$ cat config.mk
export PLATFORM = sky130hd
export DESIGN_NAME = mbc_front
export DESIGN_NICKNAME = d
export VERILOG_FILES = /design/src/sv/mbc_pkg.sv /design/src/sv/mbc_front.sv
export SDC_FILE = /design/constraint.sdc
export NUM_CORES = 1
export LEC_CHECK = 0
export BUFFER_PORTS_ARGS = -buffer_cell sky130_fd_sc_hd__buf_2
export CAP_MARGIN = 15
export CORE_MARGIN = 2
export CORE_UTILIZATION = 30
export DETAILED_ROUTE_END_ITERATION = 6
export PLACE_DENSITY = 0.66
export SYNTH_ARGS = -nofsm -noshare
export SYNTH_HDL_FRONTEND = slang
export SYNTH_SLANG_ARGS = --single-unit
$ cat constraint.sdc
create_clock -name clk -period 3.5 [get_ports clk]
set_input_delay 0.7 -clock clk [delete_from_list [all_inputs] [get_ports clk]]
set_output_delay 0.7 -clock clk [all_outputs]
set_load 0.02 [all_outputs]
$ cat src/sv/mbc_pkg.sv
// Types, constants and round functions of the Magma block cipher core.
`timescale 1ns / 1ps
package mbc_pkg;

  localparam int ROUNDS      = 32;
  localparam int KEYS        = 8;
  localparam int ENC_SPLIT   = 24;
  localparam int DEC_SPLIT   = 8;
  localparam int KEY_IDX_W   = $clog2(KEYS);
  localparam int CFG_IDX_W   = KEY_IDX_W + 1;
  localparam int QUEUE_DEPTH = 2;
  // Accept edge to the edge that samples the result strobe.
  localparam int LATENCY     = ROUNDS + 1;

  typedef enum logic {
    MODE_DEC = 1'b0,
    MODE_ENC = 1'b1
  } mode_t;

  typedef struct packed {
    mode_t       mode;
    logic [31:0] left;
    logic [31:0] right;
  } blk_t;

  typedef logic [KEYS-1:0][31:0] key_bank_t;

  typedef struct packed {
    logic full;
    logic empty;
  } q_stat_t;

  // Fixed substitution tables; table n serves nibble n from the LSB.
  localparam logic [3:0] SBOX [KEYS][16] = '{
    '{4'hC, 4'h4, 4'h6, 4'h2, 4'hA, 4'h5, 4'hB, 4'h9,
      4'hE, 4'h8, 4'hD, 4'h7, 4'h0, 4'h3, 4'hF, 4'h1},
    '{4'h6, 4'h8, 4'h2, 4'h3, 4'h9, 4'hA, 4'h5, 4'hC,
      4'h1, 4'hE, 4'h4, 4'h7, 4'hB, 4'hD, 4'h0, 4'hF},
    '{4'hB, 4'h3, 4'h5, 4'h8, 4'h2, 4'hF, 4'hA, 4'hD,
      4'hE, 4'h1, 4'h7, 4'h4, 4'hC, 4'h9, 4'h6, 4'h0},
    '{4'hC, 4'h8, 4'h2, 4'h1, 4'hD, 4'h4, 4'hF, 4'h6,
      4'h7, 4'h0, 4'hA, 4'h5, 4'h3, 4'hE, 4'h9, 4'hB},
    '{4'h7, 4'hF, 4'h5, 4'hA, 4'h8, 4'h1, 4'h6, 4'hD,
      4'h0, 4'h9, 4'h3, 4'hE, 4'hB, 4'h4, 4'h2, 4'hC},
    '{4'h5, 4'hD, 4'hF, 4'h6, 4'h9, 4'h2, 4'hC, 4'hA,
      4'hB, 4'h7, 4'h8, 4'h1, 4'h4, 4'h3, 4'hE, 4'h0},
    '{4'h8, 4'hE, 4'h2, 4'h5, 4'h6, 4'h9, 4'h1, 4'hC,
      4'hF, 4'h4, 4'hB, 4'h0, 4'hD, 4'hA, 4'h3, 4'h7},
    '{4'h1, 4'h7, 4'hE, 4'hD, 4'h0, 4'h5, 4'h8, 4'h3,
      4'h4, 4'hF, 4'hA, 4'h6, 4'h9, 4'hC, 4'hB, 4'h2}
  };

  // Key word used by a given round: forward order before the split round (ENC_SPLIT or DEC_SPLIT), reversed from it on.
  function automatic logic [KEY_IDX_W-1:0] key_index(input int rnd, input logic enc);
    logic [KEY_IDX_W-1:0] pos;
    int                   split;
    pos   = KEY_IDX_W'(rnd % KEYS);
    split = enc ? ENC_SPLIT : DEC_SPLIT;
    return (rnd < split) ? pos : KEY_IDX_W'(KEYS - 1) - pos;
  endfunction

  // Round function: modular key add, nibble substitution, rotate left by 11.
  function automatic logic [31:0] mg_g(input logic [31:0] x, input logic [31:0] k);
    logic [31:0] a;
    logic [31:0] s;
    a = x + k;
    for (int n = 0; n < KEYS; n++) begin
      s[4*n +: 4] = SBOX[n][a[4*n +: 4]];
    end
    return {s[20:0], s[31:21]};
  endfunction

  // One Feistel round; decryption runs the inverse form.
  function automatic blk_t round_fn(input blk_t b, input logic [31:0] k);
    blk_t        r;
    logic [31:0] f;
    f      = mg_g((b.mode == MODE_ENC) ? b.right : b.left, k);
    r.mode = b.mode;
    if (b.mode == MODE_ENC) begin
      r.left  = b.right;
      r.right = b.left ^ f;
    end else begin
      r.left  = b.right ^ f;
      r.right = b.left;
    end
    return r;
  endfunction

endpackage

$ cat src/sv/mbc_front.sv
// Front end: key registers, command acceptance and block classification.
`timescale 1ns / 1ps
module mbc_front
  import mbc_pkg::*;
(
  input  logic                 clk,
  input  logic                 rst_n,
  input  logic                 start,
  output logic                 busy,
  input  logic                 in_mode,
  input  logic [31:0]          in_left_half,
  input  logic [31:0]          in_right_half,
  input  logic                 cfg_valid,
  output logic                 cfg_ready,
  input  logic [CFG_IDX_W-1:0] cfg_index,
  input  logic [31:0]          cfg_data,
  input  q_stat_t              q_stat,
  output logic                 push,
  output blk_t                 push_word,
  output key_bank_t            keys
);

  key_bank_t key_r;
  logic      key_hit;

  // Indexes past the last key word are dropped.
  assign key_hit   = (cfg_index[CFG_IDX_W-1:KEY_IDX_W] == '0);
  assign cfg_ready = 1'b1;

  always_ff @(posedge clk) begin
    if (!rst_n) begin
      key_r <= '0;
    end else if (cfg_valid && cfg_ready && key_hit) begin
      key_r[cfg_index[KEY_IDX_W-1:0]] <= cfg_data;
    end
  end

  assign keys = key_r;

  // Accept a word whenever the queue has room and tag its direction.
  assign busy            = q_stat.full;
  assign push            = start && !busy;
  assign push_word.mode  = in_mode ? MODE_ENC : MODE_DEC;
  assign push_word.left  = in_left_half;
  assign push_word.right = in_right_half;

endmodule

==> results.cfg <==
[cts]
cts_resized = 0
cts_tree = built
cts_hold_buf = 0
cts-buffers-inserted = 26
clk_pin_slew_ns = 0.06
clock_sinks = 256
insertion_delay_ns = 0.52
postCtsSetupBuffers = 0
cts_buffer_depth = 3
htree_levels = 1
cts_root_buf = clkbuf_16

[cells_and_area]
seq_area_um2 = 5120
fill_cells = 3139
final_common_cell = buf_2
stdcell_count = 1586
largest_reg_flops = 256
multi_input_area_um2 = 3770
drive_gt1_share_pct = 31.5
final_cell_mix = buf_2 (297), nand2_1 (289), mux2i_1 (256), dfxtp_1 (256), clkbuf_16 (26)
syn_to_final_growth_pct = 23.7
diodes = 0
final_nets = 1271

[logic_synthesis]
synth_top_area_cell = dfxtp_1
synth_cell_types = 17
seq_area_frac_synth_pct = 52.7
synth.top_cell.area_share_pct = 52.7
syn-cell-area_um2 = 9730
syn-num-nets = 1050
ys_ff_latch = 256
synth_cells = 943
netlist_top_cells_area = dfxtp_1 (53%), mux2i_1 (26%), nand2_1 (11%)
ys_warn_count = 0
postSynthAreaPerCell_um2 = 10.3

[global_routing]
grt_pass1_wl_um = 42000
overflow = 0
antenna_found_initial = 0
grt_pass1_vias = 6948
grt_max_degree = 69
grt_usage_pct = 16.0

[sta]
tightest_slew_ns = 0.679
fin_ws_ns = 1.58
relSlewSlack_pct = 54.7
rsz0062_at_grt = no
post-route-min-period_ns = 1.92
fmax_ghz = 0.521
hold_violations = 0
fin_tns_setup_ns = 0
period_share_pct = 54.8
setup_viol = 0
drv_slew = 0
skew_ns = 0

[die]
rows = 65
start_util_pct = 30.7
coreArea_um2 = 31700
io_pins = 431
die_height_um = 184
dieWidth_um = 184
dieArea_um2 = 33900

[critical_path]
crit_fanout = 17
path_class = in2reg
startpoint_type = input pin
critPathCaptureType = register
worst_ep_required_time_ns = 3.89
crit_arrival_ns = 2.31

[placed_design]
place_congestion = 0.748
pre_cts_ws_ns = 0.995
dp.cells = 1538
post-dp-hpwl_um = 19700
numPortBuffers = 298

[power]
pwr-share-clk_pct = 46.9
switchingPower_uw = 1420
p_leak_uw = 0.00606
internal-power_uw = 4800
seqPwrFrac_pct = 47.7
peakVddDrop_uv = 369
p_comb_share_pct = 5.4
power_density_nw_per_um2 = 517
sw_frac_of_total_pct = 22.9

[drt]
vias = 7188
routed_wl_um = 28300
drt-vias-per-instance = 4.53
drt_iter0_drc = 245
drc = 0
wl_per_cell_um = 17.8
first_pass_iters = 4
ant_nets = 0

[job]
cap_violations = 0

[outcome]
status = finished clean

[min_path]
hp-class = reg2reg
==> power by group through the flow <==
stage	clock [uW]	sequential [uW]	combinational, uW
after global placement	0	3030	336
after global routing	3100	2970	363
after floorplan	0	3080	265
final	2920	2970	335
after CTS	2990	2970	341
after detailed placement	0	3030	341
==> cells by family after synthesis <==
kind of cell	count (synthesis)	share of synthesized area, %
buffers and inverters	129	8.86
DFF	256	52.7
muxes	256	26.3
other	1	0.0385
and+or+nand+nor	301	12.1
==> stage by stage <==
stage,total power [uW],hold WS [ns],utilization [%],instance area [um2]
floorplan,3350,0.533,-,9730
global placement,3370,0.439,35.1,11100
detailed placement,3380,0.445,35.1,11100
CTS,6300,0.455,37.9,12000
global route,6430,0.472,37.9,12000
finish,6220,0.453,37.9,12000
==> metal layers <==
| layer | up-vias | routed length, um | track usage (%) |
|---|---|---|---|
| met5 | - | 0 | 0 |
| met1 | 3389 | 11500 | 18.2 |
| li1 | 3475 | - | - |
| met4 | 0 | 1050 | 5.82 |
| met3 | 67 | 1900 | 4.31 |
| met2 | 257 | 13900 | 28.6 |
==> critical path: stages <==
cell	delay [ns]
buf_2	0.11
nand3b_4	0.18
or3_2	0.76
buf_4	0.38
mux2i_1	0.16
==> worst paths after layout <==
kind              slack [ns]   endpoint  cells past startpoint         start
setup / recovery        1.58   keys[63]                      5  cfg_index[3]
hold / removal          0.45  keys[112]                      2     keys[112]
setup reg to reg        2.88  keys[190]                      2     keys[190]
hold reg to reg         0.45  keys[112]                      2     keys[112]
==> layout make-up <==
type | count | share of cell area, %
sequential | 256 | 42.6
multi-input combinational | 558 | 31.3
timing repair buffer | 322 | 14.4
clock buffer | 38 | 6.36
tap | 402 | 4.18
clock inverter | 10 | 1.20
==> synthesized netlist by cell type, drive strengths merged <==
library cell and instances:
nand2 290, dfxtp 256, mux2i 256, buf 106, clkbuf 23, nand3b 3, nor3b 3, nor2 2
and3 1, conb 1, nor2b 1, or3 1
No activity file was read; power rests on OpenSTA's default activity.
