File: src/sv/mbc_pkg.sv
// Types, constants and round functions of the Magma block cipher core.
`timescale 1ns / 1ps
package mbc_pkg;

  localparam int ROUNDS      = 32;
  localparam int KEYS        = 8;
  localparam int ENC_SPLIT   = 24;
  localparam int DEC_SPLIT   = 8;
  localparam int KEY_IDX_W   = $clog2(KEYS);
  localparam int CFG_IDX_W   = KEY_IDX_W + 1;
  localparam int QUEUE_DEPTH = 2;
  // Accept edge to the edge that samples the result strobe.
  localparam int LATENCY     = ROUNDS + 1;

  typedef enum logic {
    MODE_DEC = 1'b0,
    MODE_ENC = 1'b1
  } mode_t;

  typedef struct packed {
    mode_t       mode;
    logic [31:0] left;
    logic [31:0] right;
  } blk_t;

  typedef logic [KEYS-1:0][31:0] key_bank_t;

  typedef struct packed {
    logic full;
    logic empty;
  } q_stat_t;

  // Fixed substitution tables; table n serves nibble n from the LSB.
  localparam logic [3:0] SBOX [KEYS][16] = '{
    '{4'hC, 4'h4, 4'h6, 4'h2, 4'hA, 4'h5, 4'hB, 4'h9,
      4'hE, 4'h8, 4'hD, 4'h7, 4'h0, 4'h3, 4'hF, 4'h1},
    '{4'h6, 4'h8, 4'h2, 4'h3, 4'h9, 4'hA, 4'h5, 4'hC,
      4'h1, 4'hE, 4'h4, 4'h7, 4'hB, 4'hD, 4'h0, 4'hF},
    '{4'hB, 4'h3, 4'h5, 4'h8, 4'h2, 4'hF, 4'hA, 4'hD,
      4'hE, 4'h1, 4'h7, 4'h4, 4'hC, 4'h9, 4'h6, 4'h0},
    '{4'hC, 4'h8, 4'h2, 4'h1, 4'hD, 4'h4, 4'hF, 4'h6,
      4'h7, 4'h0, 4'hA, 4'h5, 4'h3, 4'hE, 4'h9, 4'hB},
    '{4'h7, 4'hF, 4'h5, 4'hA, 4'h8, 4'h1, 4'h6, 4'hD,
      4'h0, 4'h9, 4'h3, 4'hE, 4'hB, 4'h4, 4'h2, 4'hC},
    '{4'h5, 4'hD, 4'hF, 4'h6, 4'h9, 4'h2, 4'hC, 4'hA,
      4'hB, 4'h7, 4'h8, 4'h1, 4'h4, 4'h3, 4'hE, 4'h0},
    '{4'h8, 4'hE, 4'h2, 4'h5, 4'h6, 4'h9, 4'h1, 4'hC,
      4'hF, 4'h4, 4'hB, 4'h0, 4'hD, 4'hA, 4'h3, 4'h7},
    '{4'h1, 4'h7, 4'hE, 4'hD, 4'h0, 4'h5, 4'h8, 4'h3,
      4'h4, 4'hF, 4'hA, 4'h6, 4'h9, 4'hC, 4'hB, 4'h2}
  };

  // Key word used by a given round: forward order before the split round (ENC_SPLIT or DEC_SPLIT), reversed from it on.
  function automatic logic [KEY_IDX_W-1:0] key_index(input int rnd, input logic enc);
    logic [KEY_IDX_W-1:0] pos;
    int                   split;
    pos   = KEY_IDX_W'(rnd % KEYS);
    split = enc ? ENC_SPLIT : DEC_SPLIT;
    return (rnd < split) ? pos : KEY_IDX_W'(KEYS - 1) - pos;
  endfunction

  // Round function: modular key add, nibble substitution, rotate left by 11.
  function automatic logic [31:0] mg_g(input logic [31:0] x, input logic [31:0] k);
    logic [31:0] a;
    logic [31:0] s;
    a = x + k;
    for (int n = 0; n < KEYS; n++) begin
      s[4*n +: 4] = SBOX[n][a[4*n +: 4]];
    end
    return {s[20:0], s[31:21]};
  endfunction

  // One Feistel round; decryption runs the inverse form.
  function automatic blk_t round_fn(input blk_t b, input logic [31:0] k);
    blk_t        r;
    logic [31:0] f;
    f      = mg_g((b.mode == MODE_ENC) ? b.right : b.left, k);
    r.mode = b.mode;
    if (b.mode == MODE_ENC) begin
      r.left  = b.right;
      r.right = b.left ^ f;
    end else begin
      r.left  = b.right ^ f;
      r.right = b.left;
    end
    return r;
  endfunction

endpackage

File: src/sv/mbc_queue.sv
// Short queue of block words between the front and the round pipeline.
`timescale 1ns / 1ps
module mbc_queue
  import mbc_pkg::*;
#(
  parameter int DEPTH = QUEUE_DEPTH
) (
  input  logic    clk,
  input  logic    rst_n,
  input  logic    push,
  input  blk_t    push_word,
  input  logic    pop,
  output blk_t    head_word,
  output q_stat_t stat
);

  localparam int PTR_W = (DEPTH > 1) ? $clog2(DEPTH) : 1;
  localparam int CNT_W = $clog2(DEPTH + 1);

  blk_t             mem_r [DEPTH];
  logic [PTR_W-1:0] wr_ptr_r, wr_ptr_nxt;
  logic [PTR_W-1:0] rd_ptr_r, rd_ptr_nxt;
  logic [CNT_W-1:0] cnt_r, cnt_nxt;

  // Pointer and fill count updates.
  always_comb begin
    wr_ptr_nxt = wr_ptr_r;
    rd_ptr_nxt = rd_ptr_r;
    cnt_nxt    = cnt_r;
    if (push) begin
      wr_ptr_nxt = (wr_ptr_r == PTR_W'(DEPTH - 1)) ? '0 : wr_ptr_r + 1'b1;
    end
    if (pop) begin
      rd_ptr_nxt = (rd_ptr_r == PTR_W'(DEPTH - 1)) ? '0 : rd_ptr_r + 1'b1;
    end
    if (push && !pop) begin
      cnt_nxt = cnt_r + 1'b1;
    end else if (pop && !push) begin
      cnt_nxt = cnt_r - 1'b1;
    end
  end

  always_ff @(posedge clk) begin
    if (!rst_n) begin
      wr_ptr_r <= '0;
      rd_ptr_r <= '0;
      cnt_r    <= '0;
    end else begin
      wr_ptr_r <= wr_ptr_nxt;
      rd_ptr_r <= rd_ptr_nxt;
      cnt_r    <= cnt_nxt;
    end
  end

  // Storage write.
  always_ff @(posedge clk) begin
    if (push) begin
      mem_r[wr_ptr_r] <= push_word;
    end
  end

  assign head_word  = mem_r[rd_ptr_r];
  assign stat.full  = (cnt_r == CNT_W'(DEPTH));
  assign stat.empty = (cnt_r == '0);

endmodule

File: config.mk
export PLATFORM = sky130hd
export DESIGN_NAME = mbc_queue
export DESIGN_NICKNAME = d
export VERILOG_FILES = /design/src/sv/mbc_pkg.sv /design/src/sv/mbc_queue.sv
export SDC_FILE = /design/constraint.sdc
export NUM_CORES = 1
export LEC_CHECK = 0
export BUFFER_PORTS_ARGS = -buffer_cell sky130_fd_sc_hd__buf_4
export CAP_MARGIN = 30
export CELL_PAD_IN_SITES_DETAIL_PLACEMENT = 0
export CELL_PAD_IN_SITES_GLOBAL_PLACEMENT = 1
export CORE_MARGIN = 2
export CORE_UTILIZATION = 39
export DETAILED_ROUTE_END_ITERATION = 8
export PLACE_DENSITY_LB_ADDON = 0.1
export SYNTH_ARGS = -nofsm -noshare
export SYNTH_HDL_FRONTEND = slang
export SYNTH_SLANG_ARGS = --single-unit
File: constraint.sdc
create_clock -name clk -period 4.4 [get_ports clk]
set_input_delay 0.88 -clock clk [delete_from_list [all_inputs] [get_ports clk]]
set_output_delay 0.88 -clock clk [all_outputs]
set_load 0.02 [all_outputs]
==> impl_metrics.json, run 1 <==
{
  "clock_latency_ps": 400,
  "hpwl_mm": 5.21,
  "endpoint_kind": "primary output",
  "tightest_slew_ps": 949,
  "drtPass1Iterations": 4,
  "utilization_pct": 52.9,
  "via_per_inst": 4.50,
  "wirelength_mm": 8.64,
  "multi_input_area_um2": 857,
  "ys_seq_area_share_pct": 81.3,
  "max_stage_delay_ps": 940,
  "grt_pass1_wl_mm": 12.3,
  "die_area_mm2": 0.0135,
  "cts_buffers": 17,
  "vias": 2504,
  "layout_common_cells": "buf_4, edfxtp_1, mux2_2",
  "fp.coreArea_mm2": 0.0125,
  "hold_path_class": "register to register",
  "first_global_vias": 2503,
  "ys_ff_latch": 135,
  "rsz0062_at_grt": "false",
  "skew_ps": 6.80,
  "io_buffer_count": 135,
  "cap_violations": 0,
  "syn_nets": 294,
  "cts_tree": "built",
  "cpMaxStageDelayCell": "dfxtp_4",
  "initial_core_util_pct": 39.5,
  "setup_slack_ps": 1550,
  "synth_area_mm2": 0.00492,
  "max_clock_freq_mhz": 351,
  "synth.distinct_cells": 18,
  "wl_per_cell_um": 15.5,
  "clock_sinks": 135,
  "syn_area_per_cell_um2": 22.0,
  "rows": 41,
  "reg2reg_slack_ps": 2650,
  "yosys_warnings": 0,
  "clk_pin_slew_ps": 50,
  "start_kind": "register",
  "h-tree-depth": 4,
  "synthTopCellsByArea": "edfxtp_1, mux2_2, dfxtp_1",
  "drc": 0,
  "synthToLayoutAreaGrowth_pct": 34.0,
  "drtIter0Drc": 84,
  "ctsResizeCount": 0,
  "p_leak_nw": 2.46,
  "power_per_cell_area_mw_per_mm2": 461,
  "status": "complete, no violations",
  "p_total_mw": 3.04,
  "post_cts_buffers": 0,
  "cts_root_buffer": "clkbuf_16",
  "regArea_mm2": 0.00401,
  "synth_area_leader_cell": "edfxtp_1",
  "netlist.area_leader.share_pct": 79.3,
  "tns_ps": 0,
  "layout.nets": 442,
  "crit_path_cell_trace": "mux2_2 -> buf_4",
  "fin_crit_sh_pct": 64.7,
  "grt.overflow.total": 0,
  "n_antenna_cell": 0,
  "grt_max_degree": 66,
  "clock_path_buffers": 2,
  "io_pins": 136,
  "layout_commonest_cell": "buf_4",
  "nFillCells": 1062,
  "hold_viol": 0,
  "syn_inst": 224,
  "ant_nets": 0,
  "antenna_found_initial": 0,
  "grt.total_usage_pct": 12.9,
  "required_ps": 3520,
  "gp_congestion": 0.645,
  "post-place-ws_ps": 1920,
  "fp.dieH_um": 116,
  "hold_buffers": 0,
  "layout_min_cycle_time_ps": 2850,
  "die_x_um": 116,
  "critical_path.max_fanout": 65,
  "peakVddDrop_v": 0.000211,
  "worstSetupPathType": "register to primary output",
  "max_slew_margin_pct": 36.7,
  "slew_violations": 0,
  "critPathArrivalTime_ps": 1970,
  "finalSetupViolations": 0,
  "drive_gt1_share_pct": 58.3
}
[worst max-delay path, delay by kind of cell (launching register included)]
| family | cells | cell delay [ps] |
|---|---|---|
| buffers and inverters | 1 | 160 |
| multiplexers | 1 | 440 |
| flip-flops | 1 | 940 |
[per-layer routing]
layer	GRT usage (%)	vias up	routed length, µm
met3	5.29	15	581
met4	7.86	0	146
met5	0	-	0
li1	-	1182	-
met2	21.4	74	4510
met1	13.9	1233	3400
[final timing paths]
path | start | endpoint | depth (start not counted)
worst max-delay path | register | head_word[13] | 2
worst min register to register | cnt_r[1] | cnt_r[1] | 2
worst min-delay path | cnt_r[1] | cnt_r[1] | 2
worst max register to register | wr_ptr_r | mem_r[0][6] | 2
[sequential cells by signal, summed over array words and instances, names as in the netlist, named ones only]
name / flops
cnt_r: 2
mem_r: 130
rd_ptr_r: 1
wr_ptr_r: 1
[logic make-up after synthesis]
group                      Yosys count  synth area share (%)
DFF                                135                  81.3
xor gates and xnor gates             3                 0.534
muxes                               65                  14.9
and+or+nand+nor                      9                  1.14
buffers and inverters                8                  1.47
adders and majority gates            1                 0.254
AOI/OAI and AO/OA                    3                 0.407
[cell usage after synthesis, drive strengths merged]
master	n
and2	4
inv	1
mux2	65
o21a	1
xor2	2
xnor2	1
nor2b	2
nor2	1
or3	1
o21ai	1
buf	7
a21boi	1
edfxtp	130
ha	1
dfxtp	5
and2b	1
[area by class of cell]
type	count	area share [%]
Multi-Input combinational cell	81	13.0
Clock buffer	22	6.73
Clock inverter	9	0.550
Inverter	1	0.0569
Timing Repair Buffer	136	15.7
Tap cell	172	3.26
Sequential cell	135	60.7
[metrics by stage]
step                      cell area, µm²  instances  hold WS, ps
after global routing                6600        556          570
after global placement              6120        525          493
final                               6600        556          512
after detailed placement            6120        525          510
after CTS                           6600        556          517
after floorplan                     4920        224          466
[power by group]
| part | switching (mW) | leakage, nW | internal, mW |
|---|---|---|---|
| clock network | 0.455 | 0.234 | 0.698 |
| registers | 0.0393 | 1.26 | 1.49 |
| logic | 0.176 | 0.965 | 0.189 |
| total | 0.670 | 2.46 | 2.37 |
Power figures use the tool's default switching activity.
==> run 2: changes to the inputs <==
Settings changed: ABC_AREA set to 1, CORE_UTILIZATION 39 to 44.
Clock period 4.4 ns to 2.7 ns, I/O delays scaled along.
==> run 2 against run 1 <==
- synthesized area up 4.1%
- die area shrank 7.5%
- clock skew decreased by 1.5 ps
- register-to-register slack got worse by 1400 ps
- via count rose by 2.3%
- hold slack worse by 190 ps
- largest power group unchanged
- critical path type unchanged
- non-clock buffer count increased by 6
- highest routed layer unchanged
- sequential share of layout area is 3.1 points lower
- combinational power increased by 68%
- routed wire length did not move
==> impl_metrics.json, run 2 <==
{
  "via_per_inst": 4.69,
  "netlist.area_leader.share_pct": 76.2,
  "endpoint_kind": "primary output",
  "largest-register": "mem_r",
  "grt.total_usage_pct": 14.2,
  "n_antenna_cell": 0,
  "hold_buffers": 0,
  "synth_area_mm2": 0.00512,
  "peakVddDrop_v": 0.000384,
  "place_area_mm2": 0.00633,
  "drtIter0Drc": 107,
  "syn_inst": 237,
  "fin_area_mm2": 0.00695,
  "ctsResizeCount": 0,
  "cts_tree": "built",
  "hpwl_mm": 5.71,
  "synth_edf_count": 130,
  "hold_depth": 1,
  "antenna_found_initial": 0,
  "rsz0062_at_grt": "false",
  "synthFlopType": "edfxtp_1",
  "ant_nets": 0,
  "worstHoldStart": "push_word[15]",
  "whs_ps": 327,
  "ys_ff_latch": 135,
  "holdPathEnd": "mem_r[1][15]",
  "clock_latency_ps": 390,
  "skew_ps": 5.35,
  "reg2reg_slack_ps": 1250,
  "max_clock_freq_mhz": 421,
  "yosys_warnings": 0,
  "die_area_mm2": 0.0125,
  "worstReg2RegEnd": "mem_r[1][22]",
  "setup_slack_ps": 327,
  "cts_root_buffer": "clkbuf_16",
  "hold_path_class": "input port to register",
  "drc": 0,
  "grt.overflow.total": 0,
  "largestRegisters": "mem_r: 130 flops, cnt_r: 2 flops",
  "syn_area_per_cell_um2": 21.6,
  "synthToLayoutAreaGrowth_pct": 35.6,
  "tns_ps": 0,
  "async_flop_share_pct": 0,
  "clk_pin_slew_ps": 50,
  "syn_nets": 307,
  "synth_commonest_cells": "edfxtp_1, mux2_4, mux2_2",
  "tightest_slew_ps": 474,
  "layout_common_cells": "buf_4, edfxtp_1, mux2_4",
  "r2r_start": "wr_ptr_r",
  "synth.distinct_cells": 14,
  "cts_buffers": 17,
  "hold_viol": 0,
  "wirelength_mm": 8.64,
  "critPathArrivalTime_ps": 1830,
  "layout.nets": 461,
  "cap_violations": 0,
  "nFillCells": 882,
  "clock_sinks": 135,
  "status": "complete, no violations",
  "drive_gt1_share_pct": 58.6,
  "layout_min_cycle_time_ps": 2370,
  "synthTopCellsByArea": "edfxtp_1, mux2_4, mux2_2",
  "critical_path.max_fanout": 22,
  "fin_crit_sh_pct": 87.9,
  "synth_area_leader_cell": "edfxtp_1",
  "power_per_cell_area_mw_per_mm2": 787,
  "vias": 2561,
  "slew_violations": 0,
  "io_pins": 136,
  "grt_max_degree": 53,
  "wl_per_cell_um": 15.8,
  "worstSetupPathType": "register to primary output",
  "clock_path_buffers": 2,
  "rows": 39,
  "h-tree-depth": 4,
  "start_kind": "register",
  "finalSetupViolations": 0,
  "grt_pass1_wl_mm": 13.3,
  "largest_register_ff_count": 130,
  "die_x_um": 112,
  "drtPass1Iterations": 4,
  "fp.dieH_um": 112,
  "p_total_mw": 5.46,
  "initial_core_util_pct": 45.1,
  "p_leak_nw": 2.78,
  "max_slew_margin_pct": 68.4,
  "reg2regPathDepth": 3,
  "yosysMostFrequentCell": "edfxtp_1",
  "gp_congestion": 0.701,
  "layout_commonest_cell": "buf_4",
  "io_buffer_count": 135,
  "post_cts_buffers": 0,
  "ys_seq_area_share_pct": 78.1,
  "first_global_vias": 2612,
  "required_ps": 2160,
  "fp.coreArea_mm2": 0.0114,
  "post-place-ws_ps": 707
}
## run 2: critical path, cell delays in order (launching register included)
cell and delay [ps]:
dfxtp_4 610, buf_4 300, mux2_2 370, buf_4 160
## run 2: stage by stage
step | utilization, % | instances
2_1_floorplan | - | 237
3_3_place_gp | 55.7 | 515
3_5_place_dp | 55.7 | 515
4_1_cts | 61.1 | 546
5_1_grt | 61.1 | 546
6_report | 61.1 | 546
## run 2: report_power, final
| group | total, mW | internal (mW) | switching (mW) | leakage (nW) |
|---|---|---|---|---|
| clock | 2.39 | 1.61 | 0.773 | 0.303 |
| combinational | 0.614 | 0.319 | 0.295 | 1.22 |
| sequential | 2.47 | 2.42 | 0.0407 | 1.26 |
| total | 5.46 | 4.36 | 1.11 | 2.78 |
## run 2: cells by family (layout without fill, tap and decap cells)
group	Yosys count	after routing	synth area share, %
buffers and inverters	15	181	2.00
AOI/OAI and AO/OA	2	2	0.195
adders and majority gates	1	1	0.244
DFF	135	135	78.1
muxes	65	65	17.9
and+or+nand+nor	19	19	1.47
## run 2: per-layer routing
layer / vias to the layer above / part of all wire [%] / track usage (%)
met3: 8 / 7.2 / 5.50
li1: 1229 / - / -
met4: 0 / 1.2 / 6.42
met2: 80 / 52 / 23.5
met1: 1244 / 39 / 16.4
met5: - / 0 / 0
## run 2: area by class of cell
type | instances | area, µm² | area share (%)
clock inverters | 13 | 185 | 2.67
multi-input cells | 87 | 1020 | 14.8
inverters | 8 | 30.0 | 0.432
well taps | 143 | 179 | 2.58
repair buffers | 142 | 1090 | 15.7
flip-flops and latches | 135 | 4010 | 57.7
clock buffers | 18 | 429 | 6.18
## run 2: worst max path at each step
stage	start	endpoint
floorplan	push	mem_r[0][0]
global placement	register	head_word[62]
detailed placement	register	head_word[59]
CTS	register	head_word[59]
global route	register	head_word[59]
finish	register	head_word[61]
==> run 3: changes to the inputs <==
Settings changed: CORE_UTILIZATION 44 to 47.
Clock period 2.7 ns to 3 ns, I/O delays scaled along.
==> run 3 against run 2 <==
- critical path depth stayed put
- first-iteration DRC count is 20% higher
- clock skew is 1.1 ps lower
- sequential power is 10% lower
- setup slack better by 61 ps
- die area is 6.2% lower
- power is 11% lower
- combinational power is 11% lower
- sequential share of layout area hardly changed
- count of clock-buffer cells in the layout is 3 higher
- non-clock buffer count stayed put
- largest cell class unchanged
==> impl_metrics.json, run 3 (synthesis results as in run 2) <==
{
  "post-place-ws_ps": 894,
  "wl_per_cell_um": 15.6,
  "reg2regPathDepth": 3,
  "power_per_cell_area_mw_per_mm2": 699,
  "switching_share_pct": 21.3,
  "ctsResizeCount": 0,
  "hold_buffers": 0,
  "initial_core_util_pct": 47.7,
  "clock_path_buffers": 2,
  "utilization_pct": 64.6,
  "largest-register": "mem_r",
  "layout_common_cells": "buf_4, edfxtp_1, mux2_4",
  "combPwrFrac_pct": 11.3,
  "worstSetupPathType": "register to primary output",
  "max_clock_freq_mhz": 383,
  "wl_met3_um": 629,
  "fp.dieH_um": 108,
  "required_ps": 2400,
  "die_x_um": 108,
  "tightest_slew_ps": 503,
  "reg2reg_slack_ps": 1400,
  "peakVddDrop_v": 0.000360,
  "antenna_found_initial": 0,
  "r2r_start": "wr_ptr_r",
  "critical_path.max_fanout": 27,
  "drtPass1Iterations": 4,
  "largestRegisters": "mem_r: 130 flops, cnt_r: 2 flops",
  "ant_nets": 0,
  "grt_max_degree": 34,
  "hold_path_class": "input port to register",
  "gp_congestion": 0.720,
  "clk_pin_slew_ps": 60,
  "fp.coreArea_mm2": 0.0107,
  "dr.max_layer_used": "met4",
  "via_per_inst": 4.73,
  "drtIter0Drc": 128,
  "clock_sinks": 135,
  "cts_buffers": 17,
  "slew_violations": 0,
  "drc": 0,
  "first_global_vias": 2537,
  "layout_commonest_cell": "buf_4",
  "largest_register_ff_count": 130,
  "cts_tree": "built",
  "post_cts_buffers": 0,
  "grt.total_usage_pct": 15.0,
  "grt.overflow.total": 0,
  "fin_crit_sh_pct": 87.1,
  "critPathArrivalTime_ps": 2010,
  "worstReg2RegEnd": "mem_r[1][35]",
  "rsz0062_at_grt": "false",
  "p_leak_nw": 2.77,
  "holdPathEnd": "mem_r[0][20]",
  "cts_root_buffer": "clkbuf_8",
  "io_pins": 136,
  "start_kind": "register",
  "grt_pass1_wl_mm": 12.6,
  "wl_met1_mm": 3.55,
  "internal_power_mw": 3.82,
  "wirelength_mm": 8.51,
  "p_seq_share_pct": 45.7,
  "cap_violations": 0,
  "drive_gt1_share_pct": 59.9,
  "power.switching_mw": 1.04,
  "whs_ps": 268,
  "power_frac_clock_pct": 42.9,
  "layout.nets": 461,
  "max_slew_margin_pct": 66.4,
  "rows": 38,
  "hpwl_mm": 5.56,
  "hold_depth": 1,
  "endpoint_kind": "primary output",
  "wl_met2_mm": 4.19,
  "layout_min_cycle_time_ps": 2610,
  "die_area_mm2": 0.0118,
  "finalSetupViolations": 0,
  "n_antenna_cell": 0,
  "synthToLayoutAreaGrowth_pct": 35.5,
  "clock_latency_ps": 510,
  "setup_slack_ps": 387,
  "tns_ps": 0,
  "skew_ps": 4.23,
  "io_buffer_count": 135,
  "worstHoldStart": "push_word[20]",
  "vias": 2575,
  "status": "complete, no violations",
  "h-tree-depth": 4,
  "hold_viol": 0
}
run 3: cell count changes in the layout (fill, tap and decap cells not counted), moves of 2 or more:
cell | previous run | this run
bufinv_16 | 5 | 3
clkbuf_8 | 0 | 5
clkinv_1 | 4 | 0
clkinv_2 | 4 | 2
clkinvlp_4 | 0 | 5
run 3: worst max path at each step:
stage / start / to / slack, ps
after floorplan: push / mem_r[0][0] / 270
after global placement: register / head_word[51] / 910
after detailed placement: register / head_word[3] / 890
after CTS: register / head_word[3] / 330
after global routing: register / head_word[58] / 290
final: register / head_word[58] / 390
run 3: metal layers:
layer,vias to the layer above,global-route usage (%)
met1,1246,17.8
met2,95,23.2
met3,13,7.29
li1,1221,-
met4,0,6.78
met5,-,0
run 3: critical path, stage by stage (launching register included):
cell	delay, ps
dfxtp_4	670
buf_4	300
mux2_2	370
buf_4	160
run 3: layout make-up:
type                       count  area, µm²
multi-input combinational     87       1020
inverter                       8       30.0
clock inverter                11        146
fill                         778       3800
timing repair buffer         142       1090
clock buffer                  21        469
tap                          140        175
sequential                   135       4010
run 3: power by group through the flow:
stage | registers (mW) | logic (mW) | clock network, mW
after floorplan | 2.24 | 0.331 | 0
after global placement | 2.26 | 0.550 | 0
after detailed placement | 2.26 | 0.557 | 0
after CTS | 2.22 | 0.558 | 2.13
after global routing | 2.23 | 0.586 | 2.21
final | 2.22 | 0.549 | 2.09
run 3: per-stage QoR:
step	instances	area, µm²	power, mW
final	544	6940	4.86
after detailed placement	512	6330	2.82
after global routing	544	6940	5.03
after floorplan	237	5130	2.57
after global placement	512	6330	2.81
after CTS	544	6940	4.91
